==> config.mk <==
export PLATFORM = sky130hd
export DESIGN_NAME = recovery_pose_ramp_sequencer
export DESIGN_NICKNAME = d
export VERILOG_FILES = /design/src/rtl/rprs_pkg.sv /design/src/rtl/rprs_pose_store.sv /design/src/rtl/rprs_serial_interp.sv /design/src/rtl/recovery_pose_ramp_sequencer.sv
export SDC_FILE = /design/constraint.sdc
export NUM_CORES = 2
export LEC_CHECK = 0
export ABC_AREA = 1
export ABC_CLOCK_PERIOD_IN_PS = 5800
export BUFFER_PORTS_ARGS = -buffer_cell sky130_fd_sc_hd__buf_4
export CORE_MARGIN = 3
export CORE_UTILIZATION = 42
export CTS_CLUSTER_DIAMETER = 150
export CTS_CLUSTER_SIZE = 10
export DETAILED_ROUTE_END_ITERATION = 16
export SYNTH_ARGS = -nofsm -noshare
export SYNTH_HDL_FRONTEND = slang
export SYNTH_SLANG_ARGS = --single-unit
==> constraint.sdc <==
create_clock -name clock -period 5.8 [get_ports clock]
set_input_delay 0.87 -clock clock [delete_from_list [all_inputs] [get_ports clock]]
set_output_delay 0.87 -clock clock [all_outputs]
set_load 0.1 [all_outputs]
==> src/rtl/rprs_pkg.sv <==
package rprs_pkg;

   localparam int NUM_LEGS       = 4;
   localparam int JOINTS_PER_LEG = 3;
   localparam int NUM_JOINTS     = NUM_LEGS * JOINTS_PER_LEG;
   localparam int NUM_POSES      = 3;
   localparam int JW             = $clog2(NUM_JOINTS);
   localparam int TAW            = $clog2(NUM_POSES * NUM_JOINTS);

   localparam int ANGLE_W    = 16;
   localparam int TICK_W     = 16;
   localparam int HEIGHT_W   = 12;
   localparam int JOINT_W    = 4;
   localparam int CSR_IDX_W  = 3;
   localparam int CSR_DATA_W = 16;

   localparam logic [TICK_W-1:0] TICK_MAX = '1;

   typedef enum logic [1:0] {
      OP_LOAD  = 2'd0,
      OP_ENTER = 2'd1,
      OP_TICK  = 2'd2,
      OP_NONE  = 2'd3
   } op_type;

   typedef enum logic [1:0] {
      MODE_FOLD  = 2'd0,
      MODE_STAND = 2'd1,
      MODE_ROLL  = 2'd2
   } mode_type;

   localparam logic [1:0] SEL_START = 2'd0;
   localparam logic [1:0] SEL_FOLD  = 2'd1;
   localparam logic [1:0] SEL_STAND = 2'd2;
   localparam logic [1:0] SEL_ROLL  = 2'd3;

   localparam logic [CSR_IDX_W-1:0] CSR_STAND_RAMP  = 3'd0;
   localparam logic [CSR_IDX_W-1:0] CSR_FOLD_RAMP   = 3'd1;
   localparam logic [CSR_IDX_W-1:0] CSR_FOLD_SETTLE = 3'd2;
   localparam logic [CSR_IDX_W-1:0] CSR_ROLL_RAMP   = 3'd3;
   localparam logic [CSR_IDX_W-1:0] CSR_ROLL_SETTLE = 3'd4;
   localparam logic [CSR_IDX_W-1:0] CSR_HEIGHT_LOW  = 3'd5;
   localparam logic [CSR_IDX_W-1:0] CSR_HEIGHT_HIGH = 3'd6;

   typedef enum logic [2:0] {
      ST_IDLE,
      ST_READ,
      ST_CALC,
      ST_MATH,
      ST_EMIT
   } seq_state_type;

   typedef enum logic [1:0] {
      PH_IDLE,
      PH_MUL,
      PH_DIV
   } phase_type;

   // Q4.12 base angles per joint of a leg (hip, thigh, knee)
   function automatic logic signed [ANGLE_W-1:0] base_angle(
      input logic [1:0] pose, input int j, input logic odd_leg);
      logic signed [ANGLE_W-1:0] v;
      v = '0;
      case (pose)
         MODE_FOLD: begin
            if (j == 1) v = -16'sd5734;
            else if (j == 2) v = 16'sd11059;
         end
         MODE_STAND: begin
            if (j == 1) v = -16'sd3482;
            else if (j == 2) v = 16'sd6758;
         end
         MODE_ROLL: begin
            if (odd_leg) begin
               if (j == 0) v = 16'sd5325;
               else if (j == 1) v = -16'sd14336;
               else if (j == 2) v = 16'sd4096;
            end else begin
               if (j == 0) v = 16'sd6144;
               else if (j == 1) v = -16'sd6554;
               else if (j == 2) v = 16'sd11346;
            end
         end
         default: v = '0;
      endcase
      return v;
   endfunction

   function automatic logic signed [ANGLE_W-1:0] tgt_reset(
      input logic [1:0] pose, input logic [JW-1:0] joint);
      logic signed [ANGLE_W-1:0] v;
      v = '0;
      for (int leg = 0; leg < NUM_LEGS; leg++) begin
         for (int j = 0; j < JOINTS_PER_LEG; j++) begin
            if (joint == JW'(leg * JOINTS_PER_LEG + j))
               v = base_angle(pose, j, leg[0]);
         end
      end
      return v;
   endfunction

endpackage

==> src/rtl/rprs_pose_store.sv <==
module rprs_pose_store (
   input  logic                               clock,
   input  logic                               reset,
   input  logic                               start_we,
   input  logic [rprs_pkg::JW-1:0]            start_waddr,
   input  logic [rprs_pkg::ANGLE_W-1:0]       start_wdata,
   input  logic                               tgt_we,
   input  logic [1:0]                         tgt_wpose,
   input  logic [rprs_pkg::JW-1:0]            tgt_wjoint,
   input  logic [rprs_pkg::ANGLE_W-1:0]       tgt_wdata,
   input  logic [1:0]                         rd_pose,
   input  logic [rprs_pkg::JW-1:0]            rd_joint,
   output logic [rprs_pkg::ANGLE_W-1:0]       start_q,
   output logic [rprs_pkg::ANGLE_W-1:0]       tgt_q
);

   localparam int TDEPTH = rprs_pkg::NUM_POSES * rprs_pkg::NUM_JOINTS;

   logic [rprs_pkg::ANGLE_W-1:0] start_mem [rprs_pkg::NUM_JOINTS];
   logic [rprs_pkg::ANGLE_W-1:0] tgt_mem   [TDEPTH];
   logic [TDEPTH-1:0]            tgt_valid_ff;

   logic [rprs_pkg::ANGLE_W-1:0] tgt_ram_ff;
   logic                         tgt_hit_ff;
   logic [1:0]                   rd_pose_ff;
   logic [rprs_pkg::JW-1:0]      rd_joint_ff;
   logic [rprs_pkg::TAW-1:0]     waddr;
   logic [rprs_pkg::TAW-1:0]     raddr;

   assign waddr = rprs_pkg::TAW'(tgt_wpose) * rprs_pkg::TAW'(rprs_pkg::NUM_JOINTS)
                + rprs_pkg::TAW'(tgt_wjoint);
   assign raddr = rprs_pkg::TAW'(rd_pose) * rprs_pkg::TAW'(rprs_pkg::NUM_JOINTS)
                + rprs_pkg::TAW'(rd_joint);

   always_ff @(posedge clock) begin
      if (start_we) start_mem[start_waddr] <= start_wdata;
      start_q <= start_mem[rd_joint];
   end

   always_ff @(posedge clock) begin
      if (tgt_we) tgt_mem[waddr] <= tgt_wdata;
      tgt_ram_ff  <= tgt_mem[raddr];
      rd_pose_ff  <= rd_pose;
      rd_joint_ff <= rd_joint;
   end

   // valid bits: an entry never written reads as its power-on pose
   always_ff @(posedge clock) begin
      if (reset) begin
         tgt_valid_ff <= '0;
         tgt_hit_ff   <= 1'b0;
      end else begin
         if (tgt_we) tgt_valid_ff[waddr] <= 1'b1;
         tgt_hit_ff <= tgt_valid_ff[raddr];
      end
   end

   assign tgt_q = tgt_hit_ff ? tgt_ram_ff : rprs_pkg::tgt_reset(rd_pose_ff, rd_joint_ff);

endmodule

==> src/rtl/rprs_serial_interp.sv <==
module rprs_serial_interp (
   input  logic                             clock,
   input  logic                             reset,
   input  logic                             start,
   input  logic [rprs_pkg::ANGLE_W-1:0]     mag,
   input  logic [rprs_pkg::TICK_W-1:0]      count,
   input  logic [rprs_pkg::TICK_W-1:0]      ramp,
   output logic                             done,
   output logic [rprs_pkg::ANGLE_W-1:0]     quot
);

   localparam int PW = 2 * rprs_pkg::TICK_W;
   localparam int CW = $clog2(PW);

   rprs_pkg::phase_type         phase_ff, phase_in;
   logic [CW-1:0]               cnt_ff, cnt_in;
   logic                        done_ff, done_in;
   logic [PW-1:0]               acc_ff, acc_in;
   logic [rprs_pkg::TICK_W-1:0] rem_ff, rem_in;
   logic [rprs_pkg::ANGLE_W-1:0] mag_ff, mag_in;
   logic [rprs_pkg::TICK_W-1:0] ramp_ff, ramp_in;

   logic [rprs_pkg::TICK_W:0]   msum;
   logic [rprs_pkg::TICK_W:0]   shifted;
   logic                        ge;

   // multiply: shift-add, one multiplier bit per cycle, product in acc
   // divide: restoring, one quotient bit per cycle, quotient back into acc
   always_comb begin
      phase_in = phase_ff;
      cnt_in   = cnt_ff;
      done_in  = 1'b0;
      acc_in   = acc_ff;
      rem_in   = rem_ff;
      mag_in   = mag_ff;
      ramp_in  = ramp_ff;
      msum     = {1'b0, acc_ff[PW-1:rprs_pkg::TICK_W]}
               + (acc_ff[0] ? {1'b0, mag_ff} : '0);
      shifted  = {rem_ff, acc_ff[PW-1]};
      ge       = shifted >= {1'b0, ramp_ff};
      unique case (phase_ff)
         rprs_pkg::PH_IDLE: begin
            if (start) begin
               phase_in = rprs_pkg::PH_MUL;
               cnt_in   = '0;
               acc_in   = {{rprs_pkg::TICK_W{1'b0}}, count};
               mag_in   = mag;
               ramp_in  = ramp;
            end
         end
         rprs_pkg::PH_MUL: begin
            acc_in = {msum, acc_ff[rprs_pkg::TICK_W-1:1]};
            cnt_in = cnt_ff + 1'b1;
            if (cnt_ff == CW'(rprs_pkg::TICK_W - 1)) begin
               phase_in = rprs_pkg::PH_DIV;
               cnt_in   = '0;
               rem_in   = '0;
            end
         end
         rprs_pkg::PH_DIV: begin
            // remainder stays below ramp, so it fits TICK_W bits
            rem_in = ge ? rprs_pkg::TICK_W'(shifted - {1'b0, ramp_ff})
                        : shifted[rprs_pkg::TICK_W-1:0];
            acc_in = {acc_ff[PW-2:0], ge};
            cnt_in = cnt_ff + 1'b1;
            if (cnt_ff == CW'(PW - 1)) begin
               phase_in = rprs_pkg::PH_IDLE;
               done_in  = 1'b1;
            end
         end
         default: phase_in = rprs_pkg::PH_IDLE;
      endcase
   end

   always_ff @(posedge clock) begin
      if (reset) begin
         phase_ff <= rprs_pkg::PH_IDLE;
         done_ff  <= 1'b0;
         cnt_ff   <= '0;
      end else begin
         phase_ff <= phase_in;
         done_ff  <= done_in;
         cnt_ff   <= cnt_in;
      end
   end

   always_ff @(posedge clock) begin
      acc_ff  <= acc_in;
      rem_ff  <= rem_in;
      mag_ff  <= mag_in;
      ramp_ff <= ramp_in;
   end

   assign done = done_ff;
   assign quot = acc_ff[rprs_pkg::ANGLE_W-1:0];

endmodule

==> src/rtl/recovery_pose_ramp_sequencer.sv <==
// Channel  Direction  Handshake          Payload
// req      in         req_valid/stall    operation, pose_select, joint_index,
//                                        joint_angle, body_height_mm, upside_down
// rsp      out        rsp_valid/stall    setpoint_joint, setpoint_angle,
//                                        motion_mode, last_of_tick
// csr      in         csr_we             csr_index, csr_wdata (write only)
//
// Load and enter transactions complete when accepted. A tick emits one setpoint per
// joint in turn: read and prepare, then, on a joint still ramping, a serial
// multiply, a serial divide and a step to pick up the result, then a hand-off;
// a joint whose ramp is finished skips the multiply and divide.
// Synchronous reset restores config, mode and target poses; no clearing pass.
// rsp_stall holds the output register and sequencer; req_stall is high in a tick.
module recovery_pose_ramp_sequencer (
   input  logic                                clock,
   input  logic                                reset,

   input  logic                                req_valid,
   output logic                                req_stall,
   input  logic [1:0]                          req_operation,
   input  logic [1:0]                          req_pose_select,
   input  logic [rprs_pkg::JOINT_W-1:0]        req_joint_index,
   input  logic signed [rprs_pkg::ANGLE_W-1:0] req_joint_angle,
   input  logic [rprs_pkg::HEIGHT_W-1:0]       req_body_height_mm,
   input  logic                                req_upside_down,

   output logic                                rsp_valid,
   input  logic                                rsp_stall,
   output logic [rprs_pkg::JOINT_W-1:0]        rsp_setpoint_joint,
   output logic signed [rprs_pkg::ANGLE_W-1:0] rsp_setpoint_angle,
   output logic [1:0]                          rsp_motion_mode,
   output logic                                rsp_last_of_tick,

   input  logic                                csr_we,
   input  logic [rprs_pkg::CSR_IDX_W-1:0]      csr_index,
   input  logic [rprs_pkg::CSR_DATA_W-1:0]     csr_wdata
);

   localparam int TW = rprs_pkg::TICK_W;
   localparam int AW = rprs_pkg::ANGLE_W;
   localparam int HW = rprs_pkg::HEIGHT_W;

   // configuration
   logic [TW-1:0] stand_ramp_ff, fold_ramp_ff, fold_settle_ff;
   logic [TW-1:0] roll_ramp_ff, roll_settle_ff;
   logic [HW-1:0] height_low_ff, height_high_ff;

   // sequencer state
   rprs_pkg::seq_state_type state_ff, state_in;
   rprs_pkg::mode_type      mode_ff, mode_in;
   rprs_pkg::mode_type      tick_mode_ff, tick_mode_in;
   rprs_pkg::mode_type      next_mode_ff, next_mode_in;
   logic [TW-1:0]           ticks_ff, ticks_in;
   logic [TW-1:0]           count_ff, count_in;
   logic [TW-1:0]           ramp_ff, ramp_in;
   logic                    settle_ff, settle_in;
   logic [rprs_pkg::JW-1:0] k_ff, k_in;
   logic [AW-1:0]           result_ff, result_in;

   // output register
   logic                    rsp_valid_ff, rsp_valid_in;
   logic [rprs_pkg::JOINT_W-1:0] rsp_joint_ff;
   logic [AW-1:0]           rsp_angle_ff;
   logic [1:0]              rsp_mode_ff;
   logic                    rsp_last_ff;
   logic                    rsp_load;

   // store / serial unit hookup
   logic          accept;
   logic          load_valid;
   logic          start_we;
   logic [rprs_pkg::JW-1:0] start_waddr;
   logic [AW-1:0] start_wdata;
   logic          tgt_we;
   logic [AW-1:0] start_q, tgt_q;
   logic          unit_start, unit_done;
   logic [AW-1:0] unit_quot;

   logic [AW:0]   diff;
   logic [AW-1:0] diff_neg;
   logic [AW-1:0] mag;
   logic [AW-1:0] step;
   logic          bypass;
   logic [TW:0]   fold_limit, roll_limit;
   logic          last_joint;

   assign accept     = req_valid && !req_stall;
   assign req_stall  = (state_ff != rprs_pkg::ST_IDLE);
   assign load_valid = accept && (rprs_pkg::op_type'(req_operation) == rprs_pkg::OP_LOAD)
                     && (req_joint_index < rprs_pkg::JOINT_W'(rprs_pkg::NUM_JOINTS));
   assign tgt_we     = load_valid && (req_pose_select != rprs_pkg::SEL_START);

   // difference target minus start, split into sign and magnitude
   assign diff     = {tgt_q[AW-1], tgt_q} - {start_q[AW-1], start_q};
   assign diff_neg = AW'(-diff);
   assign mag      = diff[AW] ? diff_neg : diff[AW-1:0];
   assign step     = diff[AW] ? -unit_quot : unit_quot;
   assign bypass   = (ramp_ff == '0) || (count_ff >= ramp_ff);

   assign fold_limit = {1'b0, fold_ramp_ff} + {1'b0, fold_settle_ff};
   assign roll_limit = {1'b0, roll_ramp_ff} + {1'b0, roll_settle_ff};
   assign last_joint = (k_ff == rprs_pkg::JW'(rprs_pkg::NUM_JOINTS - 1));

   rprs_pose_store u_store (
      .clock       (clock),
      .reset       (reset),
      .start_we    (start_we),
      .start_waddr (start_waddr),
      .start_wdata (start_wdata),
      .tgt_we      (tgt_we),
      .tgt_wpose   (req_pose_select - 2'd1),
      .tgt_wjoint  (rprs_pkg::JW'(req_joint_index)),
      .tgt_wdata   (req_joint_angle),
      .rd_pose     (tick_mode_ff),
      .rd_joint    (k_ff),
      .start_q     (start_q),
      .tgt_q       (tgt_q)
   );

   rprs_serial_interp u_interp (
      .clock (clock),
      .reset (reset),
      .start (unit_start),
      .mag   (mag),
      .count (count_ff),
      .ramp  (ramp_ff),
      .done  (unit_done),
      .quot  (unit_quot)
   );

   always_comb begin
      state_in     = state_ff;
      mode_in      = mode_ff;
      tick_mode_in = tick_mode_ff;
      next_mode_in = next_mode_ff;
      ticks_in     = ticks_ff;
      count_in     = count_ff;
      ramp_in      = ramp_ff;
      settle_in    = settle_ff;
      k_in         = k_ff;
      result_in    = result_ff;
      unit_start   = 1'b0;
      rsp_load     = 1'b0;
      start_we     = load_valid && (req_pose_select == rprs_pkg::SEL_START);
      start_waddr  = rprs_pkg::JW'(req_joint_index);
      start_wdata  = req_joint_angle;

      unique case (state_ff)
         rprs_pkg::ST_IDLE: begin
            if (accept) begin
               case (rprs_pkg::op_type'(req_operation))
                  rprs_pkg::OP_ENTER: begin
                     if (!req_upside_down && (height_low_ff < req_body_height_mm)
                         && (req_body_height_mm < height_high_ff))
                        mode_in = rprs_pkg::MODE_STAND;
                     else
                        mode_in = rprs_pkg::MODE_FOLD;
                     ticks_in = '0;
                  end
                  rprs_pkg::OP_TICK: begin
                     tick_mode_in = mode_ff;
                     count_in     = ticks_ff;
                     k_in         = '0;
                     settle_in    = 1'b0;
                     next_mode_in = rprs_pkg::MODE_FOLD;
                     case (mode_ff)
                        rprs_pkg::MODE_STAND: ramp_in = stand_ramp_ff;
                        rprs_pkg::MODE_ROLL: begin
                           ramp_in   = roll_ramp_ff;
                           settle_in = {1'b0, ticks_ff} > roll_limit;
                        end
                        default: begin
                           ramp_in      = fold_ramp_ff;
                           settle_in    = {1'b0, ticks_ff} >= fold_limit;
                           next_mode_in = req_upside_down ? rprs_pkg::MODE_ROLL
                                                          : rprs_pkg::MODE_STAND;
                        end
                     endcase
                     state_in = rprs_pkg::ST_READ;
                  end
                  default: ;
               endcase
            end
         end
         // read address settles; registered data appears next cycle
         rprs_pkg::ST_READ: state_in = rprs_pkg::ST_CALC;
         rprs_pkg::ST_CALC: begin
            if (bypass) begin
               result_in = tgt_q;
               state_in  = rprs_pkg::ST_EMIT;
            end else begin
               unit_start = 1'b1;
               state_in   = rprs_pkg::ST_MATH;
            end
         end
         rprs_pkg::ST_MATH: begin
            if (unit_done) begin
               result_in = start_q + step;
               state_in  = rprs_pkg::ST_EMIT;
            end
         end
         rprs_pkg::ST_EMIT: begin
            if (!rsp_valid_ff || !rsp_stall) begin
               rsp_load = 1'b1;
               // settling: finished target becomes the new start, joint by joint
               if (settle_ff) begin
                  start_we    = 1'b1;
                  start_waddr = k_ff;
                  start_wdata = tgt_q;
               end
               if (last_joint) begin
                  state_in = rprs_pkg::ST_IDLE;
                  if (settle_ff) begin
                     mode_in  = next_mode_ff;
                     ticks_in = '0;
                  end else if (ticks_ff != rprs_pkg::TICK_MAX) begin
                     ticks_in = ticks_ff + 1'b1;
                  end
               end else begin
                  k_in     = k_ff + 1'b1;
                  state_in = rprs_pkg::ST_READ;
               end
            end
         end
         default: state_in = rprs_pkg::ST_IDLE;
      endcase
   end

   assign rsp_valid_in = rsp_load || (rsp_valid_ff && rsp_stall);

   always_ff @(posedge clock) begin
      if (reset) begin
         state_ff       <= rprs_pkg::ST_IDLE;
         mode_ff        <= rprs_pkg::MODE_FOLD;
         ticks_ff       <= '0;
         rsp_valid_ff   <= 1'b0;
         stand_ramp_ff  <= 16'd250;
         fold_ramp_ff   <= 16'd400;
         fold_settle_ff <= 16'd700;
         roll_ramp_ff   <= 16'd150;
         roll_settle_ff <= 16'd150;
         height_low_ff  <= 12'd100;
         height_high_ff <= 12'd450;
      end else begin
         state_ff     <= state_in;
         mode_ff      <= mode_in;
         ticks_ff     <= ticks_in;
         rsp_valid_ff <= rsp_valid_in;
         if (csr_we) begin
            unique case (csr_index)
               rprs_pkg::CSR_STAND_RAMP:  stand_ramp_ff  <= csr_wdata;
               rprs_pkg::CSR_FOLD_RAMP:   fold_ramp_ff   <= csr_wdata;
               rprs_pkg::CSR_FOLD_SETTLE: fold_settle_ff <= csr_wdata;
               rprs_pkg::CSR_ROLL_RAMP:   roll_ramp_ff   <= csr_wdata;
               rprs_pkg::CSR_ROLL_SETTLE: roll_settle_ff <= csr_wdata;
               rprs_pkg::CSR_HEIGHT_LOW:  height_low_ff  <= csr_wdata[HW-1:0];
               rprs_pkg::CSR_HEIGHT_HIGH: height_high_ff <= csr_wdata[HW-1:0];
               default: ;
            endcase
         end
      end
   end

   always_ff @(posedge clock) begin
      tick_mode_ff <= tick_mode_in;
      next_mode_ff <= next_mode_in;
      count_ff     <= count_in;
      ramp_ff      <= ramp_in;
      settle_ff    <= settle_in;
      k_ff         <= k_in;
      result_ff    <= result_in;
      if (rsp_load) begin
         rsp_joint_ff <= rprs_pkg::JOINT_W'(k_ff);
         rsp_angle_ff <= result_ff;
         rsp_mode_ff  <= tick_mode_ff;
         rsp_last_ff  <= last_joint;
      end
   end

   assign rsp_valid          = rsp_valid_ff;
   assign rsp_setpoint_joint = rsp_joint_ff;
   assign rsp_setpoint_angle = rsp_angle_ff;
   assign rsp_motion_mode    = rsp_mode_ff;
   assign rsp_last_of_tick   = rsp_last_ff;

endmodule

==> impl_metrics.tcl <==
set metrics [dict create \
    status "finished, final reports clean" \
    final_layout_size_suffix_gt1_share_pct 8.13 \
    nets 5485 \
    synth-edff-count 928 \
    place_area_um2 54900 \
    hold_class "register to register" \
    cts_setup_buffers 0 \
    cp.buffers_inverters 6 \
    async_flop_share_pct 0 \
    die_h_um 359 \
    arrival_ns 5.81 \
    cts_tree "built" \
    io_pins 86 \
    maxSlewViolCount 0 \
    final_area_um2 58800 \
    worst_pin_slew_ns 1.23 \
    yosysSeqAreaShare_pct 61.3 \
    required_ns 6.26 \
    rsz0062_at_grt "false" \
    drt_iter0_drc 4115 \
    hold_violations 0 \
    cp_top_family "simple AND/OR/NAND/NOR gates" \
    place_congestion 0.901 \
    postRouteAntennaNets 0 \
    min_period_over_period_pct 92.3 \
    syn-num-nets 5401 \
    io_buffers 85 \
    grt.busiest_layer "met2" \
    htreeDepth 4 \
    p_per_area_nw_per_um2 553 \
    startpoint_type "register" \
    period_needed_ns 5.35 \
    slew_headroom_pct 16.8 \
    cp-end-kind "register" \
    cp_max_fo 8 \
    cp_common_cell "nand2_1" \
    via_count 38500 \
    syn_avg_cell_area_um2 10.2 \
    timing.hold.ws_ns 0.416 \
    slowest_stage "fa_1" \
    timing.rr.end "result_ff[13]$_DFFE_PP_" \
    ctsLongestPathBuffers 3 \
    synth_flop_cell "edfxtp_1" \
    grt_pass1_wl_mm 228 \
    area.growth.synth_to_final_pct 12.4 \
    clk_latency_ns 0.75 \
    use_met2_pct 34.7 \
    die-area_um2 129000 \
    fillers 11400 \
    reg2reg_from "u_store.rd_pose_ff[0]$_DFF_P_" \
    syn_area_um2 52300 \
    slowest_delay_ns 0.43 \
    finalSetupTns_ns 0 \
    root_buffer "clkbuf_16" \
    start_util_pct 42.6 \
    yosysUniqueCellTypes 63 \
    fmax_mhz 187 \
    yosysWarningCount 0 \
    setup_viol 0 \
    min_from "result_ff[0]$_DFFE_PP_" \
    drv_cap 0 \
    peakVddDrop_v 0.000457 \
    grt_use_total_pct 22.8 \
    wl_per_cell_um 21.7 \
    power_uw 32500 \
    overflow 0 \
    grt_pass1_vias 36300 \
    total_leakage_power_uw 0.0223 \
    cts_sinks 1137 \
    postCtsHoldBufs 0 \
    avgViaCountPerCell 5.55 \
    skew_ns 0.0424 \
    synth_seq_cells 1137 \
    holdPathStages 0 \
    rows 128 \
    drc 0 \
    core_area_um2 123000 \
    dr.pass1.iters 8 \
    gr-usage-met3_pct 4.49 \
    cts_resized 0 \
    grtUsageMet1_pct 33.3 \
    rr_worst_depth 34 \
    post-route-util_pct 47.9 \
    r2r_slack_ns 0.45 \
    path_class "register to register" \
    fp.dieW_um 359 \
    cts_made_buffers 131 \
    synthCells 5138 \
    dp_hpwl_mm 95.9 \
    antenna_found_initial 10 \
    clk_pin_slew_ns 0.06 \
    grt_max_degree 196 \
    drt_wl_total_mm 151 \
    holdPathEnd "rsp_setpoint_angle[0]$_DFFE_PP_" \
]
[how the worst max path moves through the flow]
stage / startpoint / cells past startpoint / to
floorplan: u_store.rd_pose_ff[1]$_DFF_P_ / 36 / result_ff[15]$_DFFE_PP_
CTS: u_store.rd_pose_ff[0]$_DFF_P_ / 34 / result_ff[13]$_DFFE_PP_
finish: u_store.rd_pose_ff[0]$_DFF_P_ / 34 / result_ff[13]$_DFFE_PP_
global placement: u_store.rd_pose_ff[0]$_DFF_P_ / 35 / result_ff[13]$_DFFE_PP_
global route: u_store.rd_pose_ff[0]$_DFF_P_ / 37 / result_ff[15]$_DFFE_PP_
detailed placement: u_store.rd_pose_ff[0]$_DFF_P_ / 34 / result_ff[13]$_DFFE_PP_
[Yosys cell counts, drive strengths merged (10+ instances only)]
cell | instances | area share (%)
o21ai | 572 | 5.5
a21o | 11 | 0.16
nand3b | 10 | 0.14
nand3 | 202 | 1.9
clkbuf | 155 | 1.1
nand4 | 30 | 0.37
dfxtp | 209 | 8.0
o211ai | 31 | 0.44
xor2 | 50 | 0.85
ha | 194 | 4.6
a31o | 10 | 0.17
xnor2 | 34 | 0.61
o22ai | 140 | 1.7
a21oi | 359 | 3.5
nor2 | 825 | 6.1
nor3 | 29 | 0.32
or2 | 10 | 0.12
edfxtp | 928 | 53
o221ai | 62 | 1.0
inv | 393 | 2.8
buf | 68 | 0.68
nand2 | 749 | 5.4
[layer usage]
metal	vias up	wire length, um
met2	1377	66800
met3	204	11900
met5	-	0
li1	18200	-
met1	18700	68300
met4	0	3680
[final cells by class]
type                            instances  area [um2]  area share, %
Clock inverter                         11         210          0.358
Clock buffer                          212        3690           6.28
Multi-Input combinational cell       3381       17900           30.5
Timing Repair Buffer                  174        1360           2.31
Tap cell                             1625        2030           3.46
Inverter                              397        1520           2.58
Antenna cell                            6        15.0         0.0255
Sequential cell                      1137       32100           54.5
[worst register-to-register path, delay by kind of cell, from the launching register on]
kind / cells / cell delay, ns
XOR/XNOR: 1 / 0.14
flip-flops: 1 / 0.33
AO/OA/AOI/OAI: 6 / 1.07
buffers and inverters: 6 / 0.66
adder cells (fa/ha/maj): 4 / 1.30
AND/OR/NAND/NOR: 17 / 1.62
[power by group]
part           total, uW  switching (uW)  internal [uW]
Combinational      14700           10300           4420
Sequential         10200             469           9700
Clock               7670            3290           4380
Total              32500           14000          18500
[cells in the final DEF (no fill, tap or decap), types with 25 or more instances in the layout]
master	netlist	layout
nor2_2	13	42
nand2_1	739	739
dfxtp_1	209	209
o221ai_1	62	62
nand3_1	201	201
clkbuf_16	0	136
edfxtp_1	928	928
ha_1	194	192
o22ai_1	140	140
o211ai_1	31	31
nor3_1	26	25
nor2_1	808	778
xor2_1	49	49
xnor2_1	33	33
clkbuf_1	155	76
o21ai_0	559	556
nand4_1	29	29
a21oi_1	356	355
inv_1	379	377
buf_4	4	170
[per-stage QoR]
step	std cells	setup WS, ns
after floorplan	5138	1.15
after global placement	6714	0.308
after detailed placement	6714	0.374
after CTS	6937	0.315
after global routing	6937	0.000770
final	6943	0.449
[registers in the layout (all words and copies together) (netlist names), 5 cells and up]
name / cells
u_store.tgt_mem: 576
u_store.start_mem: 192
u_store.tgt_valid_ff: 36
u_interp.acc_ff: 32
count_ff: 16
fold_ramp_ff: 16
fold_settle_ff: 16
ramp_ff: 16
result_ff: 16
roll_ramp_ff: 16
roll_settle_ff: 16
rsp_setpoint_angle: 16
stand_ramp_ff: 16
ticks_ff: 16
u_interp.mag_ff: 16
u_interp.ramp_ff: 16
u_interp.rem_ff: 16
u_store.start_q: 16
u_store.tgt_ram_ff: 16
height_high_ff: 12
height_low_ff: 12
u_interp.cnt_ff: 5
[cells by family after synthesis]
logic type | Yosys count | synth area share, %
AO/OA/AOI/OAI | 1227 | 13.1
XOR/XNOR | 84 | 1.46
adder cells (fa/ha/maj) | 202 | 4.95
buffers and inverters | 620 | 4.67
flip-flops | 1137 | 61.3
multiplexers | 2 | 0.0383
AND/OR/NAND/NOR | 1866 | 14.6
Power figures use the tool's default switching activity.
